## src/hw/rtl/llmq_pkg.sv

```systemverilog
`default_nettype none
// ----------------------------------------------------------------------------
// llmq_pkg: shared types, constants and microprogram for the linked-list queues
// Holds the request and status codes, the control word layout, the microcode
// ROM and the dispatch that picks the first step of each request.
// ----------------------------------------------------------------------------
package llmq_pkg;

  localparam int NODES_DEF  = 64;
  localparam int QUEUES_DEF = 4;
  localparam int TYPE_W     = 2;
  localparam int QID_W      = 2;
  localparam int NODE_W     = 6;
  localparam int STATUS_W   = 2;
  localparam int UPC_W      = 5;

  typedef enum logic [TYPE_W-1:0] {
    REQ_ENQ    = 2'd0,
    REQ_DEQ    = 2'd1,
    REQ_SPLICE = 2'd2,
    REQ_PEEK   = 2'd3
  } req_e;

  typedef enum logic [STATUS_W-1:0] {
    ST_OK    = 2'd0,
    ST_EMPTY = 2'd1,
    ST_SAME  = 2'd2
  } st_e;

  // Tail memory read address
  typedef enum logic [1:0] {
    TR_NONE = 2'd0,
    TR_Q    = 2'd1,
    TR_S    = 2'd2
  } tr_e;

  // Link memory read address
  typedef enum logic [1:0] {
    LR_NONE = 2'd0,
    LR_TAIL = 2'd1,
    LR_LINK = 2'd2
  } lr_e;

  // Link memory write address
  typedef enum logic [1:0] {
    LA_ND   = 2'd0,
    LA_TAIL = 2'd1,
    LA_H    = 2'd2,
    LA_T    = 2'd3
  } la_e;

  // Link memory write data
  typedef enum logic [1:0] {
    WD_ND   = 2'd0,
    WD_LINK = 2'd1,
    WD_H    = 2'd2
  } wd_e;

  // Tail memory write data (address is always the target queue)
  typedef enum logic [1:0] {
    TW_NONE = 2'd0,
    TW_ND   = 2'd1,
    TW_TAIL = 2'd2
  } tw_e;

  typedef enum logic [1:0] {
    JC_NONE = 2'd0,
    JC_PEEK = 2'd1,
    JC_SAME = 2'd2
  } jc_e;

  typedef enum logic [UPC_W-1:0] {
    U_R_OK     = 5'd0,
    U_R_EMPTY  = 5'd1,
    U_R_SAME   = 5'd2,
    U_ENQ_NEW  = 5'd3,
    U_ENQ_0    = 5'd4,
    U_ENQ_1    = 5'd5,
    U_ENQ_2    = 5'd6,
    U_ENQ_3    = 5'd7,
    U_DEQ_0    = 5'd8,
    U_DEQ_1    = 5'd9,
    U_DEQ_2    = 5'd10,
    U_DEQ_3    = 5'd11,
    U_DEQ_4    = 5'd12,
    U_DEQ_5    = 5'd13,
    U_DEQ_LAST = 5'd14,
    U_SPL_0    = 5'd15,
    U_SPL_1    = 5'd16,
    U_SPL_2    = 5'd17,
    U_SPL_3    = 5'd18,
    U_SPL_4    = 5'd19,
    U_SPN_0    = 5'd20,
    U_SPN_1    = 5'd21
  } upc_e;

  typedef struct packed {
    tr_e   tr;
    lr_e   lr;
    logic  lw_en;
    la_e   la;
    wd_e   wd;
    tw_e   tw;
    logic  vset_q;
    logic  vclr_q;
    logic  vclr_s;
    logic  ld_t;
    logic  ld_h;
    logic  ld_res;
    jc_e   jc;
    upc_e  jt;
    logic  done;
    st_e   status;
  } ucw_t;

  // Request facts sampled at the input, used for dispatch
  typedef struct packed {
    logic qok;
    logic ndok;
    logic vq;
    logic has_s;
    logic same;
  } disp_t;

  // Datapath conditions tested by the sequencer
  typedef struct packed {
    logic peek;
    logic same_ht;
  } flags_t;

  function automatic upc_e ucode_entry(req_e op, disp_t d);
    upc_e e;
    e = U_R_OK;
    unique case (op)
      REQ_ENQ: begin
        if (!(d.qok && d.ndok)) e = U_R_OK;
        else if (d.vq)          e = U_ENQ_0;
        else                    e = U_ENQ_NEW;
      end
      REQ_DEQ, REQ_PEEK: begin
        e = d.vq ? U_DEQ_0 : U_R_EMPTY;
      end
      REQ_SPLICE: begin
        priority if (d.same)             e = U_R_SAME;
        else if (!(d.qok && d.has_s))    e = U_R_OK;
        else if (d.vq)                   e = U_SPL_0;
        else                             e = U_SPN_0;
      end
    endcase
    return e;
  endfunction

  function automatic ucw_t ucode(upc_e a);
    ucw_t w;
    w = '0;
    unique case (a)
      U_R_OK:    begin w.done = 1'b1; w.status = ST_OK; end
      U_R_EMPTY: begin w.done = 1'b1; w.status = ST_EMPTY; end
      U_R_SAME:  begin w.done = 1'b1; w.status = ST_SAME; end
      U_ENQ_NEW: begin
        w.lw_en = 1'b1; w.la = LA_ND; w.wd = WD_ND;
        w.tw = TW_ND; w.vset_q = 1'b1; w.done = 1'b1;
      end
      U_ENQ_0: begin w.tr = TR_Q; end
      U_ENQ_1: begin w.lr = LR_TAIL; end
      U_ENQ_2: begin w.lw_en = 1'b1; w.la = LA_ND; w.wd = WD_LINK; end
      U_ENQ_3: begin
        w.lw_en = 1'b1; w.la = LA_TAIL; w.wd = WD_ND;
        w.tw = TW_ND; w.done = 1'b1;
      end
      U_DEQ_0: begin w.tr = TR_Q; end
      U_DEQ_1: begin w.lr = LR_TAIL; end
      U_DEQ_2: begin
        w.ld_h = 1'b1; w.ld_res = 1'b1; w.lr = LR_LINK;
        w.jc = JC_PEEK; w.jt = U_R_OK;
      end
      U_DEQ_3: begin w.jc = JC_SAME; w.jt = U_DEQ_LAST; end
      U_DEQ_4: begin w.lw_en = 1'b1; w.la = LA_TAIL; w.wd = WD_LINK; end
      U_DEQ_5: begin
        w.lw_en = 1'b1; w.la = LA_H; w.wd = WD_H; w.done = 1'b1;
      end
      U_DEQ_LAST: begin w.vclr_q = 1'b1; w.done = 1'b1; end
      U_SPL_0: begin w.tr = TR_Q; end
      U_SPL_1: begin w.tr = TR_S; w.lr = LR_TAIL; w.ld_t = 1'b1; end
      U_SPL_2: begin w.ld_h = 1'b1; w.lr = LR_TAIL; end
      U_SPL_3: begin w.lw_en = 1'b1; w.la = LA_T; w.wd = WD_LINK; end
      U_SPL_4: begin
        w.lw_en = 1'b1; w.la = LA_TAIL; w.wd = WD_H; w.tw = TW_TAIL;
        w.vset_q = 1'b1; w.vclr_s = 1'b1; w.done = 1'b1;
      end
      U_SPN_0: begin w.tr = TR_S; end
      U_SPN_1: begin
        w.tw = TW_TAIL; w.vset_q = 1'b1; w.vclr_s = 1'b1; w.done = 1'b1;
      end
      default: w = '0;
    endcase
    return w;
  endfunction

endpackage
`default_nettype wire

```

## src/hw/rtl/llmq_useq.sv

```systemverilog
`default_nettype none
// ----------------------------------------------------------------------------
// llmq_useq: microcode sequencer
// Step counter over the microcode ROM, entry dispatch per request and
// conditional jumps; the done step waits for the result register to be free.
// ----------------------------------------------------------------------------
module llmq_useq
  import llmq_pkg::*;
(
  input  wire logic   clk_i,
  input  wire logic   rst_ni,
  input  wire logic   accept_i,
  input  wire req_e   op_i,
  input  wire disp_t  disp_i,
  input  wire flags_t flags_i,
  input  wire logic   out_free_i,
  output      logic   busy_o,
  output      logic   done_o,
  output      ucw_t   ctrl_o
);

  logic busy_q, busy_d;
  upc_e step_q, step_d;
  ucw_t rom_w;
  logic fire;
  logic jump_hit;

  assign rom_w = ucode(step_q);
  assign fire  = busy_q && (!rom_w.done || out_free_i);

  always_comb begin
    unique case (rom_w.jc)
      JC_PEEK: jump_hit = flags_i.peek;
      JC_SAME: jump_hit = flags_i.same_ht;
      default: jump_hit = 1'b0;
    endcase
  end

  always_comb begin
    busy_d = busy_q;
    step_d = step_q;
    if (accept_i) begin
      busy_d = 1'b1;
      step_d = ucode_entry(op_i, disp_i);
    end else if (fire) begin
      if (rom_w.done) begin
        busy_d = 1'b0;
      end else if (jump_hit) begin
        step_d = rom_w.jt;
      end else begin
        step_d = upc_e'(UPC_W'(step_q) + UPC_W'(1));
      end
    end
  end

  always_ff @(posedge clk_i or negedge rst_ni) begin
    if (!rst_ni) begin
      busy_q <= 1'b0;
      step_q <= U_R_OK;
    end else begin
      busy_q <= busy_d;
      step_q <= step_d;
    end
  end

  // Suppress all side effects while idle or held at a blocked done step
  assign ctrl_o = fire ? rom_w : '0;
  assign done_o = fire && rom_w.done;
  assign busy_o = busy_q;

endmodule
`default_nettype wire

```

## src/hw/rtl/llmq_dp.sv

```systemverilog
`default_nettype none
// ----------------------------------------------------------------------------
// llmq_dp: queue datapath
// Link and tail memories with registered reads, queue valid bits, request
// and scratch registers, and the link memory clearing pass after reset.
// ----------------------------------------------------------------------------
module llmq_dp
  import llmq_pkg::*;
#(
  parameter int NODES  = NODES_DEF,
  parameter int QUEUES = QUEUES_DEF
) (
  input  wire logic              clk_i,
  input  wire logic              rst_ni,
  input  wire logic              accept_i,
  input  wire req_e              op_i,
  input  wire logic [QID_W-1:0]  queue_id_i,
  input  wire logic [QID_W-1:0]  source_queue_i,
  input  wire logic [NODE_W-1:0] node_i,
  input  wire ucw_t              ctrl_i,
  output      disp_t             disp_o,
  output      flags_t            flags_o,
  output      logic [NODE_W-1:0] res_node_o,
  output      logic              tgt_empty_o,
  output      logic              clearing_o
);

  localparam int NW = $clog2(NODES);
  localparam int QW = $clog2(QUEUES);

  logic [NW-1:0] link_mem [NODES];
  logic [NW-1:0] tail_mem [QUEUES];

  logic [QUEUES-1:0] valid_q, valid_d;

  req_e          op_q;
  logic [QW-1:0] q_q, s_q;
  logic          qok_q;
  logic [NW-1:0] nd_q;
  logic [NW-1:0] t_q, h_q, res_node_q;
  logic [NW-1:0] tail_rd_q, link_rd_q;

  logic          clr_q;
  logic [NW-1:0] clr_cnt_q;

  logic [QW-1:0] q_in, s_in;
  logic          qok_in, sok_in;

  logic [QW-1:0] tr_addr;
  logic [NW-1:0] tw_data;
  logic [NW-1:0] lr_addr;
  logic          lw_en;
  logic [NW-1:0] lw_addr, lw_data;

  // Request facts for dispatch, straight from the input fields
  assign q_in   = QW'(queue_id_i);
  assign s_in   = QW'(source_queue_i);
  assign qok_in = 32'(queue_id_i) < 32'(QUEUES);
  assign sok_in = 32'(source_queue_i) < 32'(QUEUES);

  assign disp_o.qok   = qok_in;
  assign disp_o.ndok  = 32'(node_i) < 32'(NODES);
  assign disp_o.vq    = qok_in && valid_q[q_in];
  assign disp_o.has_s = sok_in && valid_q[s_in];
  assign disp_o.same  = queue_id_i == source_queue_i;

  assign flags_o.peek    = op_q == REQ_PEEK;
  assign flags_o.same_ht = h_q == tail_rd_q;

  always_ff @(posedge clk_i) begin
    if (accept_i) begin
      op_q       <= op_i;
      q_q        <= q_in;
      s_q        <= s_in;
      qok_q      <= qok_in;
      nd_q       <= NW'(node_i);
      res_node_q <= '0;
    end else if (ctrl_i.ld_res) begin
      res_node_q <= link_rd_q;
    end
    if (ctrl_i.ld_t) t_q <= tail_rd_q;
    if (ctrl_i.ld_h) h_q <= link_rd_q;
  end

  // Tail memory
  always_comb begin
    unique case (ctrl_i.tr)
      TR_S:    tr_addr = s_q;
      default: tr_addr = q_q;
    endcase
    unique case (ctrl_i.tw)
      TW_TAIL: tw_data = tail_rd_q;
      default: tw_data = nd_q;
    endcase
  end

  always_ff @(posedge clk_i) begin
    if (ctrl_i.tw != TW_NONE) tail_mem[q_q] <= tw_data;
    if (ctrl_i.tr != TR_NONE) tail_rd_q <= tail_mem[tr_addr];
  end

  // Link memory; the clearing pass owns the write port until it ends
  always_comb begin
    unique case (ctrl_i.lr)
      LR_LINK: lr_addr = link_rd_q;
      default: lr_addr = tail_rd_q;
    endcase
    unique case (ctrl_i.la)
      LA_ND:   lw_addr = nd_q;
      LA_TAIL: lw_addr = tail_rd_q;
      LA_H:    lw_addr = h_q;
      LA_T:    lw_addr = t_q;
    endcase
    unique case (ctrl_i.wd)
      WD_LINK: lw_data = link_rd_q;
      WD_H:    lw_data = h_q;
      default: lw_data = nd_q;
    endcase
    lw_en = ctrl_i.lw_en;
    if (clr_q) begin
      lw_en   = 1'b1;
      lw_addr = clr_cnt_q;
      lw_data = clr_cnt_q;
    end
  end

  always_ff @(posedge clk_i) begin
    if (lw_en) link_mem[lw_addr] <= lw_data;
    if (ctrl_i.lr != LR_NONE) link_rd_q <= link_mem[lr_addr];
  end

  always_ff @(posedge clk_i or negedge rst_ni) begin
    if (!rst_ni) begin
      clr_q     <= 1'b1;
      clr_cnt_q <= '0;
    end else if (clr_q) begin
      clr_cnt_q <= clr_cnt_q + NW'(1);
      if (clr_cnt_q == NW'(NODES - 1)) clr_q <= 1'b0;
    end
  end

  // Queue valid bits
  always_comb begin
    valid_d = valid_q;
    if (ctrl_i.vset_q) valid_d[q_q] = 1'b1;
    if (ctrl_i.vclr_q) valid_d[q_q] = 1'b0;
    if (ctrl_i.vclr_s) valid_d[s_q] = 1'b0;
  end

  always_ff @(posedge clk_i or negedge rst_ni) begin
    if (!rst_ni) begin
      valid_q <= '0;
    end else begin
      valid_q <= valid_d;
    end
  end

  assign tgt_empty_o = !(qok_q && valid_d[q_q]);
  assign res_node_o  = NODE_W'(res_node_q);
  assign clearing_o  = clr_q;

endmodule
`default_nettype wire

```

## src/hw/rtl/linked_list_multi_queue.sv

```systemverilog
`default_nettype none
// ----------------------------------------------------------------------------
// linked_list_multi_queue: FIFO queues sharing one pool of linked nodes
// Each queue is a circular singly linked list known by its tail node.
// Requests enqueue, dequeue, splice a whole queue, or peek at the head.
// ----------------------------------------------------------------------------
// Usage:
//   Requests enter on the in_* channel (valid/stall); each one gives exactly
//   one result on the out_* channel (valid/stall), in order.
//   One request is worked at a time by a microcode sequencer, in a run of
//   steps that depends on the request type and on which queues are empty.
//   The link memory has one read port, one write port and a registered
//   read: every link lookup and every link update takes a step of its own.
//   The result appears in the output register the cycle after the final
//   step. in_stall_o is high while a request is in work.
//   After reset the link memory is swept so that each node points to itself;
//   in_stall_o is held high during the sweep.
//   If out_stall_i holds a result, the next request may still be accepted
//   and worked; its final step waits until the output register frees up.
// ----------------------------------------------------------------------------
module linked_list_multi_queue
  import llmq_pkg::*;
#(
  parameter int NODES  = NODES_DEF,
  parameter int QUEUES = QUEUES_DEF
) (
  input  wire logic                clk_i,
  input  wire logic                rst_ni,
  input  wire logic                in_valid_i,
  output      logic                in_stall_o,
  input  wire logic [TYPE_W-1:0]   req_type_i,
  input  wire logic [QID_W-1:0]    queue_id_i,
  input  wire logic [QID_W-1:0]    source_queue_i,
  input  wire logic [NODE_W-1:0]   node_i,
  output      logic                out_valid_o,
  input  wire logic                out_stall_i,
  output      logic [NODE_W-1:0]   node_out_o,
  output      logic [STATUS_W-1:0] status_o,
  output      logic                target_empty_o
);

  logic   accept;
  logic   busy, done, clearing;
  logic   out_free;
  req_e   op;
  disp_t  disp;
  flags_t flags;
  ucw_t   ctrl;
  logic [NODE_W-1:0] res_node;
  logic   tgt_empty;

  logic              out_valid_q, out_valid_d;
  logic [NODE_W-1:0] node_out_q;
  st_e               status_q;
  logic              te_q;

  assign op         = req_e'(req_type_i);
  assign in_stall_o = busy || clearing;
  assign accept     = in_valid_i && !in_stall_o;
  assign out_free   = !out_valid_q || !out_stall_i;

  llmq_useq u_useq (
    .clk_i      (clk_i),
    .rst_ni     (rst_ni),
    .accept_i   (accept),
    .op_i       (op),
    .disp_i     (disp),
    .flags_i    (flags),
    .out_free_i (out_free),
    .busy_o     (busy),
    .done_o     (done),
    .ctrl_o     (ctrl)
  );

  llmq_dp #(
    .NODES  (NODES),
    .QUEUES (QUEUES)
  ) u_dp (
    .clk_i          (clk_i),
    .rst_ni         (rst_ni),
    .accept_i       (accept),
    .op_i           (op),
    .queue_id_i     (queue_id_i),
    .source_queue_i (source_queue_i),
    .node_i         (node_i),
    .ctrl_i         (ctrl),
    .disp_o         (disp),
    .flags_o        (flags),
    .res_node_o     (res_node),
    .tgt_empty_o    (tgt_empty),
    .clearing_o     (clearing)
  );

  // Output register: load on the final step, drop once the transaction is taken
  always_comb begin
    out_valid_d = out_valid_q;
    if (done)              out_valid_d = 1'b1;
    else if (!out_stall_i) out_valid_d = 1'b0;
  end

  always_ff @(posedge clk_i or negedge rst_ni) begin
    if (!rst_ni) begin
      out_valid_q <= 1'b0;
    end else begin
      out_valid_q <= out_valid_d;
    end
  end

  always_ff @(posedge clk_i) begin
    if (done) begin
      node_out_q <= res_node;
      status_q   <= ctrl.status;
      te_q       <= tgt_empty;
    end
  end

  assign out_valid_o    = out_valid_q;
  assign node_out_o     = node_out_q;
  assign status_o       = status_q;
  assign target_empty_o = te_q;

  a_accept_busy : assert property (@(posedge clk_i) disable iff (!rst_ni)
    accept |=> busy)
    else $error("sequencer not busy after an accepted request");

  a_done_free : assert property (@(posedge clk_i) disable iff (!rst_ni)
    done |-> (!out_valid_q || !out_stall_i))
    else $error("result loaded over a stalled result");

  a_idle_result : assert property (@(posedge clk_i) disable iff (!rst_ni)
    $fell(busy) |-> out_valid_q)
    else $error("request finished without a result");

  a_no_accept_clear : assert property (@(posedge clk_i) disable iff (!rst_ni)
    clearing |-> !busy)
    else $error("request in work during the link clearing pass");

endmodule
`default_nettype wire

```

## config.mk

```make
export PLATFORM = sky130hd
export DESIGN_NAME = linked_list_multi_queue
export DESIGN_NICKNAME = d
export VERILOG_FILES = /design/src/hw/rtl/llmq_pkg.sv /design/src/hw/rtl/llmq_useq.sv /design/src/hw/rtl/llmq_dp.sv /design/src/hw/rtl/linked_list_multi_queue.sv
export SDC_FILE = /design/constraint.sdc
export NUM_CORES = 1
export LEC_CHECK = 0
export BUFFER_PORTS_ARGS = -buffer_cell sky130_fd_sc_hd__buf_2
export CAP_MARGIN = 40
export CORE_MARGIN = 3
export CORE_UTILIZATION = 68
export DETAILED_ROUTE_END_ITERATION = 7
export PLACE_DENSITY = 0.95
export SYNTH_ARGS = -nofsm -noshare
export SYNTH_HDL_FRONTEND = slang
export SYNTH_HIERARCHICAL = 1
export SYNTH_SLANG_ARGS = --single-unit
```

## constraint.sdc

```tcl
create_clock -name clk_i -period 10.3 [get_ports clk_i]
set_clock_uncertainty 0.05 [all_clocks]
set_input_delay 2.06 -clock clk_i [delete_from_list [all_inputs] [get_ports clk_i]]
set_output_delay 2.06 -clock clk_i [all_outputs]
set_load 0.03 [all_outputs]
```

==> results.txt <==
Hold repair after CTS inserted 0 buffers. The number of flip-flops in the largest register is 384. The I/O pin count is 27.

Summing internal, switching and leakage power gives 0.005195 W. More flip-flops sit in one register than any other, and that register is u_dp/link_mem. The violation count after the first detailed-routing iteration came out at 2339. The pin count of the biggest net entering global routing came out at 100. The via total after detailed routing is 12735. The minimum period implied by the final worst setup slack came out at 6.235 ns. Among the stages of the critical path, the cell type that occurs most often is nand2_1. The number of violations of the max-capacitance limit came out at 0. The die footprint came out at 0.03156 mm2. The via count of the first global-routing pass is 12387. The detailed-route wire length is 48810 um.

The clock tree buffer depth is 3. The worst setup path is captured at a flip-flop. The antenna cell count came out at 0. The min-delay analysis places its worst path in the category flip-flop to flip-flop. The count of clock tree sinks is 477. In this run the number of H-tree levels came out at 2. The fraction of the cycle the final worst path needs is 60.53%. The smallest setup slack after layout is 4.065 ns.

At the pin with the least slew margin, the transition time is 0.9437 ns. The number of antenna violations at the first check in global routing is 0. The signal on the critical path passes through buf_2 -> nand2_1 -> a21oi_2 -> nor3_1 -> buf_4 -> nand2b_1 -> mux2i_4 -> buf_12 -> mux4_2 -> a22oi_1 -> nand2_1 -> or4b_1. In the final routed layout, each cell accounts on average for 27.59 um. At the worst endpoint, the required time is 10.53 ns.

Row generation in the floorplan step produced 62 rows. The combined flip-flop and latch cell area is 0.01417 mm2. The largest registers in the layout are u_dp/link_mem (384), u_dp/tail_mem (24).

Once the floorplan was initialized, standard cells occupied 69.43% of the core. The area added between synthesis and finish came out at 10.62%. The power density over the cells came out at 234.4 mW/mm2.

The fraction of final layout cells sized beyond drive strength 1 came out at 15.09%. The detailed-route vias per instance is 7.199. The core region is 0.02886 mm2. The die width came out at 177.7 um. In the global route stage, overall resource usage came out at 31.56%. The clock latency reported for the late side of the worst-skew pair is 0.55 ns. The CTS tree is done.

The biggest cell delay along the critical path came out at 0.67 ns. The area of the mapped netlist came out at 0.02004 mm2. The headroom to the max-slew limit came out at 36.61%. Setup repair after global routing left no endpoint under its margin. For this design, the slowest cell found on the critical path is a21oi_2. The final RePlAce weighted congestion is 0.9400. The worst voltage drop across the vdd grid came out at 0.1725 mV. The number of filler cells placed in the layout is 1456. The Yosys step of the flow raised 6 warnings. The clock transition at the register clock pins on the worst setup and hold paths after CTS came out at 0.07 ns. The run finished with clean final reports. The setup slack after placement is 3.643 ns. Global routing finished with a remaining overflow of 0.

The worst setup path is of the primary input to flip-flop kind. The setup total negative slack is 0 ns. The net count of the finished layout is 1375. The post-synthesis instance total came out at 1322.

The number of instances resized during post-cts repair came out at 0. The tree is rooted in a clkbuf_16. The quantity of I/O buffers inserted on ports came out at 26.

The cell leakage power is 7.337 nW. In this run the worst path has a maximum fanout of 99. The data arrival time of the worst path came out at 6.47 ns. The number of max-slew violations in the final report came to 0. The area occupied by multi-input gates is 0.005535 mm2. The number of setup buffers added after CTS is 0. The count of TritonRoute iterations in the first routing pass came out at 8. The count of endpoints failing hold in the final timing report is 0. The count of antenna-violating nets left after detailed routing is 0.

The clock buffer count from CTS came out at 46. The die height came out at 177.7 um. The half-perimeter wire length after detailed placement came out at 28580 um. The global-route wire length before repair is 74150 um. The maximum achievable frequency came out at 160.4 MHz. STA classifies the critical path startpoint as a primary input.

After detailed routing, the number of remaining DRC violations is 0. Setup violations remaining at the end of the flow were counted as 0. A synthesized cell averages 15.16 um2.
[final timing paths]
kind	from	endpoint	slack (ns)	cells after the start
worst min register to register	u_dp/res_node_o[5]	node_out_o[5]	0.42	0
max in group asynchronous	rst_ni	u_dp/clearing_o	8.46	1
worst max-delay path	out_stall_i	u_dp/link_rd_q[1]	4.07	12
worst min-delay path	u_dp/res_node_o[5]	node_out_o[5]	0.42	0
worst max register to register	u_useq/step_q[0]	u_dp/link_rd_q[1]	4.29	13
min in group asynchronous	rst_ni	u_dp/valid_q[0]	1.40	1
[metrics by stage]
stage	cell area [um2]	util [%]	hold WS (ns)	instances
floorplan	20040	-	0.3576	1323
global placement	20530	71.14	0.3824	1681
detailed placement	20570	71.29	0.3794	1685
CTS	22170	76.81	0.4153	1769
global route	22170	76.81	0.4243	1769
finish	22170	76.81	0.4158	1769
[layer usage]
| metal | GRT usage [%] | vias to the layer above | share of wire (%) |
|---|---|---|---|
| met4 | 12.99 | 0 | 5.2 |
| met2 | 51.35 | 1120 | 49 |
| met5 | 0 | - | 0 |
| met3 | 5.948 | 264 | 12 |
| met1 | 42.79 | 6191 | 34 |
| li1 | - | 5160 | - |
[power by group]
part / internal (W) / leakage (nW) / switching (W)
logic: 0.000330 / 2.20 / 0.000682
registers: 0.00231 / 4.36 / 0.0000989
clock network: 0.00106 / 0.774 / 0.000709
[worst max-delay path: cells and delay by family]
family,cells,cell delay (ns)
and+or+nand+nor,5,1.52
muxes,2,0.99
buffers and inverters,3,0.84
AOI/OAI and AO/OA,2,0.96
[layout by cell type, fill, tap and decap left out, types with 5 or more instances in the layout]
cell type,instances
a21oi_1,23
a222oi_1,6
a22oi_1,31
a31oi_1,26
a32oi_1,12
and2_1,6
and3_1,9
buf_2,28
buf_4,14
bufinv_16,9
clkbuf_1,5
clkbuf_16,47
clkinv_1,11
clkinv_2,6
dfrtp_1,17
dfxtp_1,6
edfxtp_1,453
ha_1,10
inv_1,22
mux2_2,8
mux2i_1,41
mux4_2,61
nand2_1,190
nand2b_1,10
nand3_1,56
nand4_1,17
nor2_1,101
nor2b_1,16
nor3_1,19
o21ai_0,14
o21ai_4,6
or4b_1,5
xnor2_1,8
xor2_1,9
[final cells by class]
type | instances | share of cell area (%)
Clock inverter | 32 | 1.789
Timing Repair Buffer | 44 | 1.321
Clock buffer | 52 | 5.391
Multi-Input combinational cell | 756 | 24.97
Sequential cell | 477 | 63.95
Tap cell | 384 | 2.168
Inverter | 24 | 0.4064
No activity file was read; power rests on OpenSTA's default activity.
